File: src/i2cbm_pkg.sv
`default_nettype none

package i2cbm_pkg;

    localparam logic [2:0] CMD_NONE  = 3'd0;
    localparam logic [2:0] CMD_START = 3'd1;
    localparam logic [2:0] CMD_STOP  = 3'd2;
    localparam logic [2:0] CMD_SEND  = 3'd3;
    localparam logic [2:0] CMD_READ  = 3'd4;
    localparam logic [2:0] CMD_WAIT  = 3'd5;

    localparam logic [1:0] REG_LONG_DELAY  = 2'd0;
    localparam logic [1:0] REG_SHORT_DELAY = 2'd1;
    localparam logic [1:0] REG_READ_DELAY  = 2'd2;
    localparam logic [1:0] REG_ACK_TIMEOUT = 2'd3;

    localparam logic [7:0] LONG_DELAY_RST  = 8'd5;
    localparam logic [7:0] SHORT_DELAY_RST = 8'd2;
    localparam logic [7:0] READ_DELAY_RST  = 8'd4;
    localparam logic [7:0] ACK_TIMEOUT_RST = 8'd250;

    typedef struct packed {
        logic [2:0] action;
        logic [7:0] tx_byte;
        logic       send_ack;
        logic       sda_in;
    } t_in_item;

    typedef struct packed {
        logic       scl_level;
        logic       sda_release;
        logic       busy_res;
        logic       done_res;
        logic [7:0] rx_byte;
        logic       ack_failed;
        logic       rejected;
    } t_out_item;

    // classified request as it sits in the queue
    typedef struct packed {
        logic       is_cmd;
        logic [2:0] action;
        logic [7:0] tx_byte;
        logic       send_ack;
        logic       sda_in;
    } t_entry;

    typedef struct packed {
        logic empty;
        logic full;
    } t_q_status;

    typedef struct packed {
        logic [7:0] long_delay;
        logic [7:0] short_delay;
        logic [7:0] read_delay;
        logic [7:0] ack_timeout;
    } t_cfg;

    function automatic logic [7:0] fn_ticks(input logic [7:0] v);
        return (v == 8'd0) ? 8'd1 : v;
    endfunction

endpackage

`default_nettype wire

File: src/i2cbm_front.sv
`default_nettype none

module i2cbm_front (
    input  wire logic                 i_valid,
    input  wire i2cbm_pkg::t_in_item  i_data,
    output logic                      o_stall,
    input  wire i2cbm_pkg::t_q_status i_q_status,
    output logic                      o_push,
    output i2cbm_pkg::t_entry         o_entry
);
    import i2cbm_pkg::*;

    // hold off the sender only while the queue is full
    assign o_stall = i_q_status.full;
    assign o_push  = i_valid & ~i_q_status.full;

    always_comb begin
        o_entry.is_cmd   = (i_data.action >= CMD_START) && (i_data.action <= CMD_WAIT);
        o_entry.action   = i_data.action;
        o_entry.tx_byte  = i_data.tx_byte;
        o_entry.send_ack = i_data.send_ack;
        o_entry.sda_in   = i_data.sda_in;
    end

endmodule

`default_nettype wire

File: src/i2cbm_queue.sv
`default_nettype none

module i2cbm_queue (
    input  wire logic              i_clk,
    input  wire logic              i_rst_n,
    input  wire logic              i_push,
    input  wire i2cbm_pkg::t_entry i_entry,
    input  wire logic              i_pop,
    output i2cbm_pkg::t_entry      o_entry,
    output i2cbm_pkg::t_q_status   o_status
);
    import i2cbm_pkg::*;

    t_entry     r_mem [2];
    logic       r_wptr;
    logic       r_rptr;
    logic [1:0] r_count;

    always_ff @(posedge i_clk) begin
        if (!i_rst_n) begin
            r_wptr  <= 1'b0;
            r_rptr  <= 1'b0;
            r_count <= 2'd0;
        end else begin
            if (i_push) r_wptr <= ~r_wptr;
            if (i_pop) r_rptr <= ~r_rptr;
            r_count <= r_count + {1'b0, i_push} - {1'b0, i_pop};
        end
    end

    always_ff @(posedge i_clk) begin
        if (i_push) r_mem[r_wptr] <= i_entry;
    end

    assign o_entry        = r_mem[r_rptr];
    assign o_status.empty = (r_count == 2'd0);
    assign o_status.full  = (r_count == 2'd2);

endmodule

`default_nettype wire

File: src/i2cbm_back.sv
`default_nettype none

module i2cbm_back (
    input  wire logic                 i_clk,
    input  wire logic                 i_rst_n,
    input  wire i2cbm_pkg::t_cfg      i_cfg,
    input  wire i2cbm_pkg::t_entry    i_entry,
    input  wire i2cbm_pkg::t_q_status i_q_status,
    output logic                      o_pop,
    output logic                      o_valid,
    input  wire logic                 i_stall,
    output i2cbm_pkg::t_out_item      o_data
);
    import i2cbm_pkg::*;

    localparam logic [4:0] PH_IDLE      = 5'd0;
    localparam logic [4:0] PH_ST_A      = 5'd1;
    localparam logic [4:0] PH_ST_B      = 5'd2;
    localparam logic [4:0] PH_SP_A      = 5'd3;
    localparam logic [4:0] PH_SP_B      = 5'd4;
    localparam logic [4:0] PH_TX_PRE    = 5'd5;
    localparam logic [4:0] PH_TX_DATA   = 5'd6;
    localparam logic [4:0] PH_TX_HIGH   = 5'd7;
    localparam logic [4:0] PH_TX_LOW    = 5'd8;
    localparam logic [4:0] PH_RX_LOW    = 5'd9;
    localparam logic [4:0] PH_RX_HIGH   = 5'd10;
    localparam logic [4:0] PH_AK_LOW    = 5'd11;
    localparam logic [4:0] PH_AK_DATA   = 5'd12;
    localparam logic [4:0] PH_AK_DATA_X = 5'd13;
    localparam logic [4:0] PH_AK_HIGH   = 5'd14;
    localparam logic [4:0] PH_AK_HIGH_X = 5'd15;
    localparam logic [4:0] PH_WA_REL    = 5'd16;
    localparam logic [4:0] PH_WA_HIGH   = 5'd17;
    localparam logic [4:0] PH_WA_POLL   = 5'd18;

    logic [4:0] r_phase, n_phase;
    logic [2:0] r_cmd, n_cmd;
    logic [7:0] r_tick, n_tick;
    logic [3:0] r_bit, n_bit;
    logic [7:0] r_shift, n_shift;
    logic [7:0] r_poll, n_poll;
    logic       r_ack, n_ack;
    logic       r_scl, n_scl;
    logic       r_sda, n_sda;
    logic [7:0] r_rx, n_rx;
    logic       r_out_valid;
    t_out_item  r_out;

    logic done_now;
    logic fail_now;
    logic rej_now;
    logic sda;

    // advance the sequence only when the result register can take the tick
    assign o_pop = ~i_q_status.empty & (~r_out_valid | ~i_stall);
    assign sda   = i_entry.sda_in;

    always_comb begin
        n_phase  = r_phase;
        n_cmd    = r_cmd;
        n_tick   = r_tick;
        n_bit    = r_bit;
        n_shift  = r_shift;
        n_poll   = r_poll;
        n_ack    = r_ack;
        n_scl    = r_scl;
        n_sda    = r_sda;
        n_rx     = r_rx;
        done_now = 1'b0;
        fail_now = 1'b0;
        rej_now  = 1'b0;

        if (r_phase == PH_IDLE) begin
            if (i_entry.is_cmd) begin
                n_cmd   = i_entry.action;
                n_bit   = 4'd0;
                n_poll  = 8'd0;
                n_shift = i_entry.tx_byte;
                n_ack   = i_entry.send_ack;
                case (i_entry.action)
                    CMD_START: begin
                        n_sda   = 1'b1;
                        n_scl   = 1'b1;
                        n_phase = PH_ST_A;
                        n_tick  = fn_ticks(i_cfg.long_delay);
                    end
                    CMD_STOP: begin
                        n_scl   = 1'b1;
                        n_sda   = 1'b0;
                        n_phase = PH_SP_A;
                        n_tick  = fn_ticks(i_cfg.long_delay);
                    end
                    CMD_SEND: begin
                        n_scl   = 1'b0;
                        n_phase = PH_TX_PRE;
                        n_tick  = fn_ticks(i_cfg.short_delay);
                    end
                    CMD_READ: begin
                        n_sda   = 1'b1;
                        n_scl   = 1'b0;
                        n_shift = 8'd0;
                        n_phase = PH_RX_LOW;
                        n_tick  = fn_ticks(i_cfg.read_delay);
                    end
                    default: begin
                        n_sda   = 1'b1;
                        n_phase = PH_WA_REL;
                        n_tick  = fn_ticks(i_cfg.short_delay);
                    end
                endcase
            end
        end else begin
            rej_now = i_entry.is_cmd;
            if (r_tick != 8'd0) n_tick = r_tick - 8'd1;
            if (n_tick == 8'd0) begin
                case (r_phase)
                    PH_ST_A: begin
                        n_sda   = 1'b0;
                        n_phase = PH_ST_B;
                        n_tick  = fn_ticks(i_cfg.long_delay);
                    end
                    PH_ST_B: begin
                        n_scl    = 1'b0;
                        n_phase  = PH_IDLE;
                        done_now = 1'b1;
                    end
                    PH_SP_A: begin
                        n_sda   = 1'b1;
                        n_phase = PH_SP_B;
                        n_tick  = fn_ticks(i_cfg.long_delay);
                    end
                    PH_SP_B: begin
                        n_scl    = 1'b0;
                        fail_now = (r_cmd == CMD_WAIT);
                        n_phase  = PH_IDLE;
                        done_now = 1'b1;
                    end
                    PH_TX_PRE: begin
                        n_sda   = r_shift[7];
                        n_shift = {r_shift[6:0], 1'b0};
                        n_phase = PH_TX_DATA;
                        n_tick  = fn_ticks(i_cfg.long_delay);
                    end
                    PH_TX_DATA: begin
                        n_scl   = 1'b1;
                        n_phase = PH_TX_HIGH;
                        n_tick  = fn_ticks(i_cfg.long_delay);
                    end
                    PH_TX_HIGH: begin
                        n_scl   = 1'b0;
                        n_phase = PH_TX_LOW;
                        n_tick  = fn_ticks(i_cfg.long_delay);
                    end
                    PH_TX_LOW: begin
                        n_bit = r_bit + 4'd1;
                        if (n_bit < 4'd8) begin
                            n_sda   = r_shift[7];
                            n_shift = {r_shift[6:0], 1'b0};
                            n_phase = PH_TX_DATA;
                            n_tick  = fn_ticks(i_cfg.long_delay);
                        end else begin
                            n_phase  = PH_IDLE;
                            done_now = 1'b1;
                        end
                    end
                    PH_RX_LOW: begin
                        n_scl   = 1'b1;
                        n_shift = {r_shift[6:0], sda};
                        n_phase = PH_RX_HIGH;
                        n_tick  = fn_ticks(i_cfg.read_delay);
                    end
                    PH_RX_HIGH: begin
                        n_bit = r_bit + 4'd1;
                        n_scl = 1'b0;
                        if (n_bit < 4'd8) begin
                            n_sda   = 1'b1;
                            n_phase = PH_RX_LOW;
                            n_tick  = fn_ticks(i_cfg.read_delay);
                        end else begin
                            n_rx    = r_shift;
                            n_phase = PH_AK_LOW;
                            n_tick  = fn_ticks(i_cfg.short_delay);
                        end
                    end
                    PH_AK_LOW: begin
                        n_sda   = ~r_ack;
                        n_phase = PH_AK_DATA;
                        n_tick  = fn_ticks(i_cfg.short_delay);
                    end
                    PH_AK_DATA: begin
                        if (r_ack) begin
                            n_phase = PH_AK_DATA_X;
                        end else begin
                            n_scl   = 1'b1;
                            n_phase = PH_AK_HIGH;
                        end
                        n_tick = fn_ticks(i_cfg.short_delay);
                    end
                    PH_AK_DATA_X: begin
                        n_scl   = 1'b1;
                        n_phase = PH_AK_HIGH;
                        n_tick  = fn_ticks(i_cfg.short_delay);
                    end
                    PH_AK_HIGH: begin
                        if (r_ack) begin
                            n_phase = PH_AK_HIGH_X;
                            n_tick  = fn_ticks(i_cfg.short_delay);
                        end else begin
                            n_scl    = 1'b0;
                            n_phase  = PH_IDLE;
                            done_now = 1'b1;
                        end
                    end
                    PH_AK_HIGH_X: begin
                        n_scl    = 1'b0;
                        n_phase  = PH_IDLE;
                        done_now = 1'b1;
                    end
                    PH_WA_REL: begin
                        n_scl   = 1'b1;
                        n_phase = PH_WA_HIGH;
                        n_tick  = fn_ticks(i_cfg.short_delay);
                    end
                    PH_WA_HIGH, PH_WA_POLL: begin
                        if (!sda) begin
                            n_scl    = 1'b0;
                            n_phase  = PH_IDLE;
                            done_now = 1'b1;
                        end else if (r_poll >= i_cfg.ack_timeout) begin
                            // no ACK in time: drop into a stop condition
                            n_scl   = 1'b1;
                            n_sda   = 1'b0;
                            n_phase = PH_SP_A;
                            n_tick  = fn_ticks(i_cfg.long_delay);
                        end else begin
                            n_poll  = r_poll + 8'd1;
                            n_phase = PH_WA_POLL;
                            n_tick  = fn_ticks(i_cfg.short_delay);
                        end
                    end
                    default: begin
                        n_phase  = PH_IDLE;
                        done_now = 1'b1;
                    end
                endcase
                if (done_now) n_tick = 8'd0;
            end
        end
    end

    always_ff @(posedge i_clk) begin
        if (!i_rst_n) begin
            r_phase     <= PH_IDLE;
            r_cmd       <= CMD_NONE;
            r_tick      <= 8'd0;
            r_bit       <= 4'd0;
            r_shift     <= 8'd0;
            r_poll      <= 8'd0;
            r_ack       <= 1'b0;
            r_scl       <= 1'b0;
            r_sda       <= 1'b1;
            r_rx        <= 8'd0;
            r_out_valid <= 1'b0;
        end else begin
            if (o_pop) begin
                r_phase <= n_phase;
                r_cmd   <= n_cmd;
                r_tick  <= n_tick;
                r_bit   <= n_bit;
                r_shift <= n_shift;
                r_poll  <= n_poll;
                r_ack   <= n_ack;
                r_scl   <= n_scl;
                r_sda   <= n_sda;
                r_rx    <= n_rx;
            end
            r_out_valid <= o_pop | (r_out_valid & i_stall);
        end
    end

    always_ff @(posedge i_clk) begin
        if (o_pop) begin
            r_out.scl_level   <= n_scl;
            r_out.sda_release <= n_sda;
            r_out.busy_res    <= (n_phase != PH_IDLE);
            r_out.done_res    <= done_now;
            r_out.rx_byte     <= n_rx;
            r_out.ack_failed  <= fail_now;
            r_out.rejected    <= rej_now;
        end
    end

    assign o_valid = r_out_valid;
    assign o_data  = r_out;

endmodule

`default_nettype wire

File: src/i2c_bit_level_master.sv
`default_nettype none

// Channel  Direction  Handshake              Payload
// in       input      i_in_valid/o_in_stall  i_in_data  (t_in_item: one tick + command)
// out      output     o_out_valid/i_out_stall o_out_data (t_out_item: line levels, status)
// cfg      input      APB psel/penable/pwrite 4 timing registers at byte offsets 0,4,8,12
//
// One tick is accepted per cycle while the queue is not full; it is written into the queue,
// and its result is registered in the output register when the sequencer pops it. A two-entry
// queue sits between the classifier and the sequencer, so up to two ticks are taken while the
// result register is stalled. Each tick is one pass through the sequencer state update.
// Reset is synchronous, active low; it sets the control and config registers, not the queue storage or result payload.
module i2c_bit_level_master (
    input  wire logic                i_clk,
    input  wire logic                i_rst_n,
    input  wire logic                i_in_valid,
    output logic                     o_in_stall,
    input  wire i2cbm_pkg::t_in_item i_in_data,
    output logic                     o_out_valid,
    input  wire logic                i_out_stall,
    output i2cbm_pkg::t_out_item     o_out_data,
    input  wire logic                psel,
    input  wire logic                penable,
    input  wire logic                pwrite,
    input  wire logic [3:0]          paddr,
    input  wire logic [31:0]         pwdata,
    output logic [31:0]              prdata,
    output logic                     pready
);
    import i2cbm_pkg::*;

    t_cfg      r_cfg;
    t_q_status q_status;
    t_entry    push_entry;
    t_entry    head_entry;
    logic      push;
    logic      pop;
    logic      cfg_wr;
    logic [1:0] reg_idx;

    assign pready  = 1'b1;
    assign reg_idx = paddr[3:2];
    assign cfg_wr  = psel & penable & pwrite;

    always_ff @(posedge i_clk) begin
        if (!i_rst_n) begin
            r_cfg.long_delay  <= LONG_DELAY_RST;
            r_cfg.short_delay <= SHORT_DELAY_RST;
            r_cfg.read_delay  <= READ_DELAY_RST;
            r_cfg.ack_timeout <= ACK_TIMEOUT_RST;
        end else if (cfg_wr) begin
            case (reg_idx)
                REG_LONG_DELAY:  r_cfg.long_delay  <= pwdata[7:0];
                REG_SHORT_DELAY: r_cfg.short_delay <= pwdata[7:0];
                REG_READ_DELAY:  r_cfg.read_delay  <= pwdata[7:0];
                REG_ACK_TIMEOUT: r_cfg.ack_timeout <= pwdata[7:0];
                default: ;
            endcase
        end
    end

    always_comb begin
        case (reg_idx)
            REG_LONG_DELAY:  prdata = {24'd0, r_cfg.long_delay};
            REG_SHORT_DELAY: prdata = {24'd0, r_cfg.short_delay};
            REG_READ_DELAY:  prdata = {24'd0, r_cfg.read_delay};
            REG_ACK_TIMEOUT: prdata = {24'd0, r_cfg.ack_timeout};
            default:         prdata = 32'd0;
        endcase
    end

    i2cbm_front u_front (
        .i_valid    (i_in_valid),
        .i_data     (i_in_data),
        .o_stall    (o_in_stall),
        .i_q_status (q_status),
        .o_push     (push),
        .o_entry    (push_entry)
    );

    i2cbm_queue u_queue (
        .i_clk    (i_clk),
        .i_rst_n  (i_rst_n),
        .i_push   (push),
        .i_entry  (push_entry),
        .i_pop    (pop),
        .o_entry  (head_entry),
        .o_status (q_status)
    );

    i2cbm_back u_back (
        .i_clk      (i_clk),
        .i_rst_n    (i_rst_n),
        .i_cfg      (r_cfg),
        .i_entry    (head_entry),
        .i_q_status (q_status),
        .o_pop      (pop),
        .o_valid    (o_out_valid),
        .i_stall    (i_out_stall),
        .o_data     (o_out_data)
    );

endmodule

`default_nettype wire

File: config.mk
export PLATFORM = sky130hd
export DESIGN_NAME = i2c_bit_level_master
export DESIGN_NICKNAME = d
export VERILOG_FILES = /design/src/i2cbm_pkg.sv /design/src/i2cbm_front.sv /design/src/i2cbm_queue.sv /design/src/i2cbm_back.sv /design/src/i2c_bit_level_master.sv
export SDC_FILE = /design/constraint.sdc
export NUM_CORES = 1
export LEC_CHECK = 0
export ABC_CLOCK_PERIOD_IN_PS = 2800
export BUFFER_PORTS_ARGS = -buffer_cell sky130_fd_sc_hd__buf_2
export CORE_UTILIZATION = 29
export CTS_BUF_LIST = sky130_fd_sc_hd__clkbuf_4 sky130_fd_sc_hd__clkbuf_8 sky130_fd_sc_hd__clkbuf_16
export CTS_CLUSTER_SIZE = 40
export DETAILED_ROUTE_END_ITERATION = 7
export PLACE_DENSITY = 0.48
export SYNTH_ARGS = -nofsm -noshare
export SYNTH_HDL_FRONTEND = slang
export SYNTH_SLANG_ARGS = --single-unit
File: constraint.sdc
create_clock -name i_clk -period 2.8 [get_ports i_clk]
set_clock_uncertainty 0.05 [all_clocks]
set_input_delay 0.14 -clock i_clk [delete_from_list [all_inputs] [get_ports i_clk]]
set_output_delay 0.14 -clock i_clk [all_outputs]
set_load 0.05 [all_outputs]
==> results.cfg <==
[run]
max_cap_viol_count = 0

[synthesis]
async_flop_share_pct = 0
synth_top_family_by_area = compound AO/OA/AOI/OAI gates
synth_compound_area_share_pct = 18.3
ys_ff_latch = 127
synth.largest_area_cell = dfxtp_1
synth_ff_type = dfxtp_1
synth_xor_xnor_area_share_pct = 1.71
synthAdderAreaFrac_pct = 2.58
synth_top_area_share_pct = 23.7
synth.distinct_cells = 74
yosysSeqAreaShare_pct = 41.2
synth-edff-count = 42
synth_warnings = 0
synthMuxAreaShare_pct = 12.3
synthSimpleGateAreaFrac_pct = 17.4
synthesis.area_mm2 = 0.00718
synth.avg_cell_area_um2 = 9.21
syn_inst = 780
synth_area_leaders = dfxtp_1 (24%), edfxtp_1 (18%), mux2i_1 (8.2%)

[sta]
min_period_ps = 2710
finalMaxSlewViolations = 0
setup_viol = 0
period_share_pct = 96.7
slew_headroom_pct = 42.1
max_clock_freq_mhz = 369
worst_pin_slew_ps = 866
final-hold-violation-count = 0

[layout]
antenna_cells = 0
area_delta_synth_final_pct = 25.1
layout-drive-gt1-share_pct = 21.6
final_cells = 1233
fillers = 2462
final_cell_mix = dfxtp_1 (85), nand2_1 (76), nor2_1 (75)
fin_nets = 966
layout_commonest_cell = dfxtp_1

[worst_hold_path]
hold_class = in -> reg

[grt]
antenna_found_initial = 0
grt-ovfl-total = 0
grt_pass1_wl_mm = 33.4
grt_pass1_vias = 5963
grt_max_degree = 36
grtUsageTotal_pct = 16.7

[floorplan]
io_pins = 105
chipWidth_um = 159
die_y_um = 159
dieArea_mm2 = 0.0254
rows = 57
initial_core_util_pct = 29.5
coreArea_mm2 = 0.0243

[status]
status = finished, final reports clean

[setup_path]
crit_fanout = 9
path_class = reg -> reg
worst_setup_path_start_kind = flip-flop
cp_data_arrival_time_ps = 2830
critPathRequiredTime_ps = 2920
end_kind = flip-flop

[placement]
dp_hpwl_mm = 14.7
place_inst = 1176
place_congestion = 0.856
port_buffers = 53

[clock_network]
clk_pin_slew_worst_paths_ps = 60
cts_tree = yes
htreeDepth = 4
clock_latency_ps = 420
clock_sinks = 127
clock_path_buffers = 2
root_buffer = clkbuf_16
cts_buffers = 17

[pwr]
leakage_nw = 3.56
ir_drop_mv = 0.635
power.total_mw = 10.3
pwr_density_cell_mw_per_mm2 = 1150

[route]
first_iter_violations = 519
antenna_left = 0
wl_per_cell_um = 16.9
drt-vias-per-instance = 5.10
drcViolationCount = 0
num_vias = 6285
routed_wl_mm = 20.9
drt-pass1-iter-count = 7
-- what timing repair did --
action                                 4_1_cts  5_1_grt
pin swaps                                    2        4
hold buffers                                22        0
buffers inserted                             1        1
setup endpoints to repair                    2       31
endpoints found under the hold margin       59        0
resized for setup                            1       14
cloned                                       0        1
-- flip-flops by register name, indices dropped and copies added, names as in the netlist, named ones only --
signal / flops
r_cfg: 32
u_back.o_data: 14
u_back.o_valid: 1
u_back.r_ack: 1
u_back.r_bit: 4
u_back.r_cmd: 3
u_back.r_phase: 5
u_back.r_poll: 8
u_back.r_rx: 8
u_back.r_scl: 1
u_back.r_sda: 1
u_back.r_shift: 8
u_back.r_tick: 8
u_queue.r_count: 2
u_queue.r_mem: 28
u_queue.r_rptr: 1
u_queue.r_wptr: 1
-- report_power, final --
group          switching, mW  internal (mW)  leakage, nW
Clock                  0.828           1.38        0.300
Sequential             0.298           2.31         1.09
Combinational           3.43           2.11         2.18
-- cells in the mapped netlist (14+ instances only) --
library cell / instances
dfxtp_1: 85
nand2_1: 77
nor2_1: 76
mux2i_1: 59
a21oi_1: 49
edfxtp_1: 42
clkbuf_1: 32
o21ai_0: 31
inv_1: 26
buf_4: 25
nand3_1: 23
nor3_1: 16
a221oi_1: 14
ha_1: 14
-- layer usage --
layer	global-route usage, %	wire length, um	vias to the layer above
li1	-	-	3084
met3	2.60	1030	17
met1	23.9	10200	2997
met5	0	0	-
met4	5.38	265	0
met2	25.7	9360	187
-- metrics by stage --
stage | util [%] | hold WS [ps] | instance area, um2 | worst slack, ps | TNS, ps
2_1_floorplan | - | 189 | 7270 | 16.5 | 0
3_3_place_gp | 33.3 | 280 | 8090 | -11.6 | -17.2
3_5_place_dp | 33.3 | 285 | 8090 | -23.2 | -42.2
4_1_cts | 36.7 | 8.76 | 8910 | 2.68 | 0
5_1_grt | 37.0 | 16.3 | 8990 | -3.69 | -10.6
6_report | 37.0 | 30.6 | 8990 | 92.4 | 0
-- logic make-up (layout without fill, tap and decap cells) --
family | Yosys count | in the layout
other | 2 | 25
and+or+nand+nor | 259 | 259
AOI/OAI and AO/OA | 194 | 194
xor gates and xnor gates | 14 | 14
adders and majority gates | 15 | 15
buffers and inverters | 92 | 198
DFF | 127 | 127
muxes | 77 | 77
-- path summary, 6_finish.rpt --
kind,start,endpoint,slack [ps],depth (start not counted)
min reg2reg,u_back.r_rx[1],u_back.r_rx[1],410,2
max reg2reg,u_back.r_tick[1],u_back.o_data[2],90,9
min,i_rst_n,r_cfg[3],30,2
max,u_back.r_tick[1],u_back.o_data[2],90,9
-- area by class of cell --
class,count,area (um2),area share (%)
clock buffer,24,513,5.71
clock inverter,8,77.6,0.863
inverter,26,97.6,1.09
multi-input combinational,584,3920,43.6
sequential,127,2960,33.0
tap,324,405,4.51
timing repair buffer,140,1010,11.3
-- worst max-delay path: stages (launching register included) --
cell	delay, ps
dfxtp_1	310
inv_2	70
ha_2	170
or3b_4	400
xnor2_2	160
o41a_1	430
buf_4	170
nor3_4	190
buf_12	160
mux2_2	340
Power figures use the tool's default switching activity.
